[config.mk]
export PLATFORM = sky130hd
export DESIGN_NAME = rthac_ctrl
export DESIGN_NICKNAME = d
export VERILOG_FILES = /design/src/hw/rtl/rthac_pkg.sv /design/src/hw/rtl/rthac_ctrl.sv
export SDC_FILE = /design/constraint.sdc
export NUM_CORES = 1
export LEC_CHECK = 0
export BUFFER_PORTS_ARGS = -buffer_cell sky130_fd_sc_hd__buf_2
export CORE_AREA = 2 2 48 50
export DETAILED_ROUTE_END_ITERATION = 10
export DIE_AREA = 0 0 50 52
export PLACE_DENSITY = 0.74
export SYNTH_ARGS = -nofsm -noshare
export SYNTH_HDL_FRONTEND = slang
export SYNTH_SLANG_ARGS = --single-unit
[constraint.sdc]
create_clock -name clk -period 1.41 [get_ports clk]
set_input_delay 0.0705 -clock clk [delete_from_list [all_inputs] [get_ports clk]]
set_output_delay 0.0705 -clock clk [all_outputs]
set_load 0.02 [all_outputs]
[src/hw/rtl/rthac_pkg.sv]
// Shared types, constants and helpers for the ray/triangle hit accumulator.
package rthac_pkg;

	localparam int WORDS_PER_TRI = 13;
	localparam int W_NRM   = 0;
	localparam int W_PNT   = 3;
	localparam int W_VTX   = 6;
	localparam int W_COLOR = 12;

	// wide enough for every value that gets clamped to 32 bits signed
	localparam int SAT_W = 96;

	localparam logic [2:0] CFG_EMIT_X    = 3'd0;
	localparam logic [2:0] CFG_EMIT_Y    = 3'd1;
	localparam logic [2:0] CFG_EMIT_Z    = 3'd2;
	localparam logic [2:0] CFG_IMG_RES   = 3'd3;
	localparam logic [2:0] CFG_DET_EXT   = 3'd4;
	localparam logic [2:0] CFG_TRI_COUNT = 3'd5;

	typedef enum logic [4:0] {
		S_IDLE, S_PDIV, S_PWAIT, S_PEND, S_GMUL, S_GDIV, S_GWAIT, S_GEND,
		S_TSTART, S_FETCH, S_FWAIT, S_DMUL, S_DACC, S_NMUL, S_NACC,
		S_QLO, S_QHI, S_QDIV, S_QWAIT, S_QEND, S_CMUL1, S_CMUL2, S_CCMP,
		S_HIT, S_NEXT, S_FIN
	} ctrl_state_t;

	typedef enum logic [4:0] {
		OP_NONE, OP_PDIV, OP_PEND, OP_GMUL, OP_GDIV, OP_GEND, OP_TSTART,
		OP_FETCH, OP_DMUL, OP_DACC, OP_NMUL, OP_NACC, OP_QLO, OP_QHI,
		OP_QDIV, OP_QEND, OP_CMUL1, OP_CMUL2, OP_CCMP, OP_HIT, OP_NEXT,
		OP_DONE
	} dp_op_t;

	typedef struct packed {
		dp_op_t op;
		logic   take_load;
		logic   take_cast;
	} dp_cmd_t;

	typedef struct packed {
		logic       pix_oor;
		logic       div_busy;
		logic       fetch_last;
		logic       dy_zero;
		logic       den_zero;
		logic       slot_done;
		logic [1:0] kcnt;
		logic       out_free;
	} dp_stat_t;

	function automatic logic signed [31:0] sat32(input logic signed [SAT_W-1:0] v);
		logic hi_ones;
		logic hi_zeros;
		hi_ones  = &v[SAT_W-1:31];
		hi_zeros = ~|v[SAT_W-1:31];
		if (hi_ones || hi_zeros) begin
			return v[31:0];
		end else if (v[SAT_W-1]) begin
			return 32'sh8000_0000;
		end else begin
			return 32'sh7fff_ffff;
		end
	endfunction

endpackage

[src/hw/rtl/rthac_ctrl.sv]
// Controller state machine sequencing casts and the per-triangle test.
module rthac_ctrl import rthac_pkg::*; (
	input  logic     clk,
	input  logic     arst_n,
	input  logic     in_valid,
	input  logic     req_type,
	input  dp_stat_t stat,
	output logic     in_stall,
	output dp_cmd_t  cmd
);

	ctrl_state_t state_q, state_d;

	always_ff @(posedge clk or negedge arst_n) begin
		if (!arst_n) begin
			state_q <= S_IDLE;
		end else begin
			state_q <= state_d;
		end
	end

	always_comb begin
		state_d = state_q;
		case (state_q)
			S_IDLE:   if (in_valid && req_type) state_d = S_PDIV;
			S_PDIV:   state_d = stat.pix_oor ? S_IDLE : S_PWAIT;
			S_PWAIT:  if (!stat.div_busy) state_d = S_PEND;
			S_PEND:   state_d = S_GMUL;
			S_GMUL:   state_d = S_GDIV;
			S_GDIV:   state_d = S_GWAIT;
			S_GWAIT:  if (!stat.div_busy) state_d = S_GEND;
			S_GEND:   state_d = (stat.kcnt == 2'd1) ? S_TSTART : S_GMUL;
			S_TSTART: state_d = stat.slot_done ? S_FIN : S_FETCH;
			S_FETCH:  if (stat.fetch_last) state_d = S_FWAIT;
			S_FWAIT:  state_d = stat.dy_zero ? S_NEXT : S_DMUL;
			S_DMUL:   state_d = S_DACC;
			S_DACC:   state_d = (stat.kcnt == 2'd2) ? S_NMUL : S_DMUL;
			S_NMUL:   state_d = S_NACC;
			S_NACC: begin
				if (stat.kcnt == 2'd2) begin
					state_d = stat.den_zero ? S_NEXT : S_QLO;
				end else begin
					state_d = S_NMUL;
				end
			end
			S_QLO:    state_d = S_QHI;
			S_QHI:    state_d = S_QDIV;
			S_QDIV:   state_d = S_QWAIT;
			S_QWAIT:  if (!stat.div_busy) state_d = S_QEND;
			S_QEND:   state_d = (stat.kcnt == 2'd1) ? S_CMUL1 : S_QLO;
			S_CMUL1:  state_d = S_CMUL2;
			S_CMUL2:  state_d = S_CCMP;
			S_CCMP:   state_d = (stat.kcnt == 2'd2) ? S_HIT : S_CMUL1;
			S_HIT:    state_d = S_NEXT;
			S_NEXT:   state_d = S_TSTART;
			S_FIN:    if (stat.out_free) state_d = S_IDLE;
			default:  state_d = S_IDLE;
		endcase
	end

	always_comb begin
		in_stall      = (state_q != S_IDLE);
		cmd.op        = OP_NONE;
		cmd.take_load = 1'b0;
		cmd.take_cast = 1'b0;
		case (state_q)
			S_IDLE: begin
				cmd.take_load = in_valid && !req_type;
				cmd.take_cast = in_valid && req_type;
			end
			S_PDIV:   cmd.op = stat.pix_oor ? OP_NONE : OP_PDIV;
			S_PEND:   cmd.op = OP_PEND;
			S_GMUL:   cmd.op = OP_GMUL;
			S_GDIV:   cmd.op = OP_GDIV;
			S_GEND:   cmd.op = OP_GEND;
			S_TSTART: cmd.op = stat.slot_done ? OP_NONE : OP_TSTART;
			S_FETCH:  cmd.op = OP_FETCH;
			S_DMUL:   cmd.op = OP_DMUL;
			S_DACC:   cmd.op = OP_DACC;
			S_NMUL:   cmd.op = OP_NMUL;
			S_NACC:   cmd.op = OP_NACC;
			S_QLO:    cmd.op = OP_QLO;
			S_QHI:    cmd.op = OP_QHI;
			S_QDIV:   cmd.op = OP_QDIV;
			S_QEND:   cmd.op = OP_QEND;
			S_CMUL1:  cmd.op = OP_CMUL1;
			S_CMUL2:  cmd.op = OP_CMUL2;
			S_CCMP:   cmd.op = OP_CCMP;
			S_HIT:    cmd.op = OP_HIT;
			S_NEXT:   cmd.op = OP_NEXT;
			S_FIN:    cmd.op = stat.out_free ? OP_DONE : OP_NONE;
			default:  cmd.op = OP_NONE;
		endcase
	end

endmodule

Yosys cells after proc, flatten, opt, wreduce, memory -nomap -nowiden
Index checks and enable logic that the tools add are counted.
Widths: inputs -> output; s select.

operators by class
  eq/ne operators = 33
  muxes and demuxes = 21
  reduce and logical (&&, ||, !) cells = 6

operators with widths
  operator            number
  $pmux 5 s26         1
  $pmux 5 s21         1
  $mux 5              12
  $eq 5x5->1 const B  10
  $eq 5x4->1 const B  8
  $eq 5x3->1 const B  4
  $ne 2x2->1 const B  6
  $eq 5x2->1 const B  2
  $mux 2              3
  $mux 3              2
  $reduce_and 6->1    1
  $eq 5x1->1 const B  1
  $logic_not 5->1     1
  $reduce_bool 5->1   1
  $mux 4              1
  $eq 2x1->1 const B  1
  $eq 2x2->1 const B  1
  $logic_and 1x1->1   2
  $logic_not 1->1     1
  $mux 1              1

storage, ports and cells
  bits in registers = 5
  word-level logic and storage cells = 61
  output and inout bits = 8
  input port bits = 13

Longest topological paths before layout
  depth in word-level cells = 3
  gate-level depth with buffers = 6
  mapped depth without buffers = 4

Worst setup path before layout
Ideal clock, no wire load.

  kind = register to output
  from = register state_q[2]
  to = output cmd[2] (netlist bit)
  data arrival time = 1.433 ns
  data required time = 1.340 ns
  buffers on the path = 3
  cell stages (with the launch flop) = 7
  setup slack = -0.094 ns
  cells stage by stage = dfrtp_1 buf_4 buf_4 buf_6 nor2_1 o221ai_1 a31oi_1

RTL lines
  what                      RTL line          source
  start: declaration        rthac_ctrl.sv:12  ctrl_state_t state_q, state_d;
  start signal: assignment  rthac_ctrl.sv:18  state_q <= state_d;
  end: declaration          rthac_ctrl.sv:9   output dp_cmd_t cmd

Worst setup path after layout
  from = register state_q[3]
  to = register state_q[0]

on the way
  cells in the longest elaborated chain, start to end = 3
  elaborated cells on any way between the ends = 34
  those cells by class = eq/ne (31); mux (1); reduce/logical (2)

RTL lines
  what                                      RTL line          source
  $eq 5x2->1, or another cell as far along  rthac_ctrl.sv:24  case (state_q)
  $ne 2x2->1 (no line)                      n/a
  $reduce_and 6->1 (no line)                n/a

Several ways; a longest one is shown, not always the timed one.
A chain may end at the register's enable or synchronous reset.

==> run_results.csv <==
group,metric,value,unit
outcome,status,"finished with violations",
outcome,violations,"negative setup slack",
worst_setup_path,worstPathRequired,1.52,ns
grt,busiest_layer,"met2",
pwr,switching_share,0.494,
detailed_routing,first_pass_iters,4,
cells_and_area,reg_top3,"state_q x5",
cells_and_area,largest_reg_flops,5,
grt,grtUsageMet1,0.334,
detailed_routing,drc,0,
floorplanning,core,0.00211,mm²
floorplanning,initial_core_util,0.447,
cts,cts-root-buf,"clkbuf_4",
detailed_routing,vias,1299,
grt,grt_util_met2,0.533,
logic_synthesis,syn_area,941,µm²
floorplanning,die_x,50,µm
worst_setup_path,critPathMaxFanout,6,
logic_synthesis,synth-main-ff-cell,"dfrtp_1",
grt,grt_pass1_vias,1205,
worst_setup_path,rr_worst_depth,6,
grt,grt_usage,0.294,
pwr,combinationalPowerShare,0.861,
pwr,power_switching,1.76,mW
floorplanning,rows,17,
cells_and_area,num_antenna_cells,0,
pwr,ir_worst_vdd,0.00120,V
timing,maxSlewViolCount,0,
cells_and_area,drive_gt1_frac,0.582,
hold_path,hold_path_class,"in -> async",
timing,layout_worst_path_cycle_share,1.21,
detailed_routing,wl_per_cell,18.0,µm
cells_and_area,final_cells,210,
cts,cts.sinks,5,
cells_and_area,fillers,148,
grt,grt_max_degree,12,
logic_synthesis,synth_edf_count,0,
floorplanning,die_h,52,µm
cells_and_area,post-route-util,0.720,
flow_run,max_cap_viol_count,0,
detailed_routing,antenna_left,0,
cells_and_area,top_register,"state_q",
cts,clk_transition_reported_paths,0.05,ns
logic_synthesis,synthDistinctLibCells,52,
floorplanning,die-area,0.00260,mm²
pwr,internal-power,1.81,mW
worst_setup_path,crit_arrival,1.82,ns
cts,cts_tree,"yes",
logic_synthesis,ys_ff_latch,5,
cells_and_area,synthToLayoutAreaGrowth,61.2,%
detailed_routing,drt_iter0_markers,64,
timing,fin_crit,1.70,ns
logic_synthesis,avgSynthCellArea,7.71,µm²
worst_setup_path,path_class,"reg -> reg",
logic_synthesis,synth_nets,135,
grt,use_met3,0.0287,
cts,worstSkewPairLatency,0.26,ns
cells_and_area,final_nets,196,
pwr,p_leak,0.646,nW
cts,htree_levels,1,
pwr,power_density,2350,mW/mm²
timing,finClkSkew,0.00454,ns
grt,grt_pass1_wl,5730,µm
placement,dp_hpwl,2250,µm
logic_synthesis,ys_warn_count,0,
placement,place.gp.congestion,0.930,
pwr,pwr-share-clk,0.050,
timing,hold_violations,0,
logic_synthesis,ys_seq_area_frac,0.133,
timing,fmax,0.587,GHz
cts,clockBufferDepth,2,
grt,grt_overflow_total,0,
placement,io_buffer_count,20,
worst_setup_path,worst_setup_path_end_kind,"flop",
logic_synthesis,synthCells,122,
timing,maxSlewHeadroom,0.734,
worst_setup_path,worst_setup_path_start_kind,"flop",
placement,dp_cells,190,
timing,setup_ws,-0.293,ns
pwr,pwr-share-seq,0.089,
timing,rsz0062_at_grt,"true",
logic_synthesis,async_reset_ff_frac,1.00,
detailed_routing,via_per_inst,6.19,
detailed_routing,wirelength,3780,µm
grt,antenna_found_initial,0,
timing,worst_slew_pin_slew,0.396,ns
cts,numCtsBuffers,3,
timing,setup_viol,13,
floorplanning,boundaryPins,21,
==> cells by family after synthesis <==
| group | count (synthesis) | share of synthesized area |
|---|---|---|
| compound gates | 51 | 0.410 |
| simple gates | 45 | 0.291 |
| buf+inv | 18 | 0.136 |
| flops | 5 | 0.133 |
| mux | 2 | 0.0213 |
| xor+xnor | 1 | 0.00931 |
==> placed cells by master (no fill, tap or decap), types with 4 or more instances in the layout <==
master,Yosys,final
a21oi_1,8,5
a32oi_1,4,4
buf_2,3,14
buf_4,3,47
buf_6,6,6
nand2_1,6,5
nand2b_1,4,4
nor2_1,12,7
nor2_2,0,5
nor2b_1,5,4
o21ai_0,9,5
==> worst paths after layout <==
| kind | to | slack [ns] | from |
|---|---|---|---|
| worst max-delay path | state_q[0]$_DFFE_PN0P_ | -0.29 | state_q[3]$_DFFE_PN0P_ |
| worst min-delay path | state_q[4]$_DFFE_PN0P_ | 0.19 | arst_n |
| worst max register to register | state_q[0]$_DFFE_PN0P_ | -0.29 | state_q[3]$_DFFE_PN0P_ |
| worst min register to register | state_q[2]$_DFFE_PN0P_ | 0.80 | state_q[2]$_DFFE_PN0P_ |
| max in group asynchronous | state_q[3]$_DFFE_PN0P_ | 1.07 | arst_n |
| min in group clk | state_q[3]$_DFFE_PN0P_ | 0.29 | stat[6] |
==> synthesized netlist by cell type, types with 3 or more instances <==
library cell / instances / area, µm²
nor2_1: 12 / 45.0
inv_2: 3 / 11.3
buf_2: 3 / 15.0
a21oi_1: 8 / 40.0
buf_6: 6 / 67.6
buf_4: 3 / 22.5
a22oi_1: 4 / 30.0
nand2_1: 6 / 22.5
o21ai_0: 9 / 45.0
nand2b_1: 4 / 25.0
a32oi_1: 4 / 35.0
inv_1: 3 / 11.3
dfrtp_1: 5 / 125
nor2b_1: 5 / 31.3
==> power groups by stage <==
| stage | clock network, mW | registers [mW] | logic [mW] |
|---|---|---|---|
| floorplan | 0 | 0.246 | 1.62 |
| global placement | 0 | 0.328 | 2.24 |
| detailed placement | 0 | 0.331 | 2.26 |
| CTS | 0.182 | 0.304 | 2.77 |
| global route | 0.194 | 0.324 | 3.27 |
| finish | 0.180 | 0.317 | 3.07 |
==> cell type report <==
class	instances	area, µm²	area share
multi-input combinational	99	791	0.521
timing repair buffer	68	500	0.330
sequential	5	129	0.0850
inverter	6	35.0	0.0231
tap	28	35.0	0.0231
clock buffer	4	26.3	0.0173
==> per-layer routing <==
metal,wire length [µm],part of all wire,vias to the layer above
li1,-,-,596
met4,179,0.047,0
met5,0,0,-
met1,1470,0.39,606
met3,228,0.060,19
met2,1900,0.50,78
==> through the flow <==
step	area (µm²)	setup WS, ns	setup TNS, ns	hold slack [ns]	power [mW]
5_1_grt	1520	-0.336	-3.06	0.187	3.79
4_1_cts	1450	-0.191	-1.69	0.160	3.26
3_3_place_gp	1220	-0.119	-0.573	-0.109	2.57
3_5_place_dp	1220	-0.125	-0.871	-0.105	2.59
2_1_floorplan	952	-0.0512	-0.121	-0.225	1.86
6_report	1520	-0.293	-2.21	0.185	3.57
==> worst max-delay path, cell delays in order (launching register included) <==
cell,delay [ns]
dfrtp_2,0.43
buf_6,0.13
buf_4,0.13
and4bb_2,0.26
a32o_2,0.27
a211oi_2,0.19
o21ai_1,0.14
==> what timing repair did <==
action,4_1_cts,5_1_grt
endpoints found under the setup margin,12,13
setup buffers,13,2
hold buffers,1,0
pin swaps,14,5
endpoints found under the hold margin,5,0
gates resized for setup,32,17
Note: power is estimated with default switching activity, not from simulation.
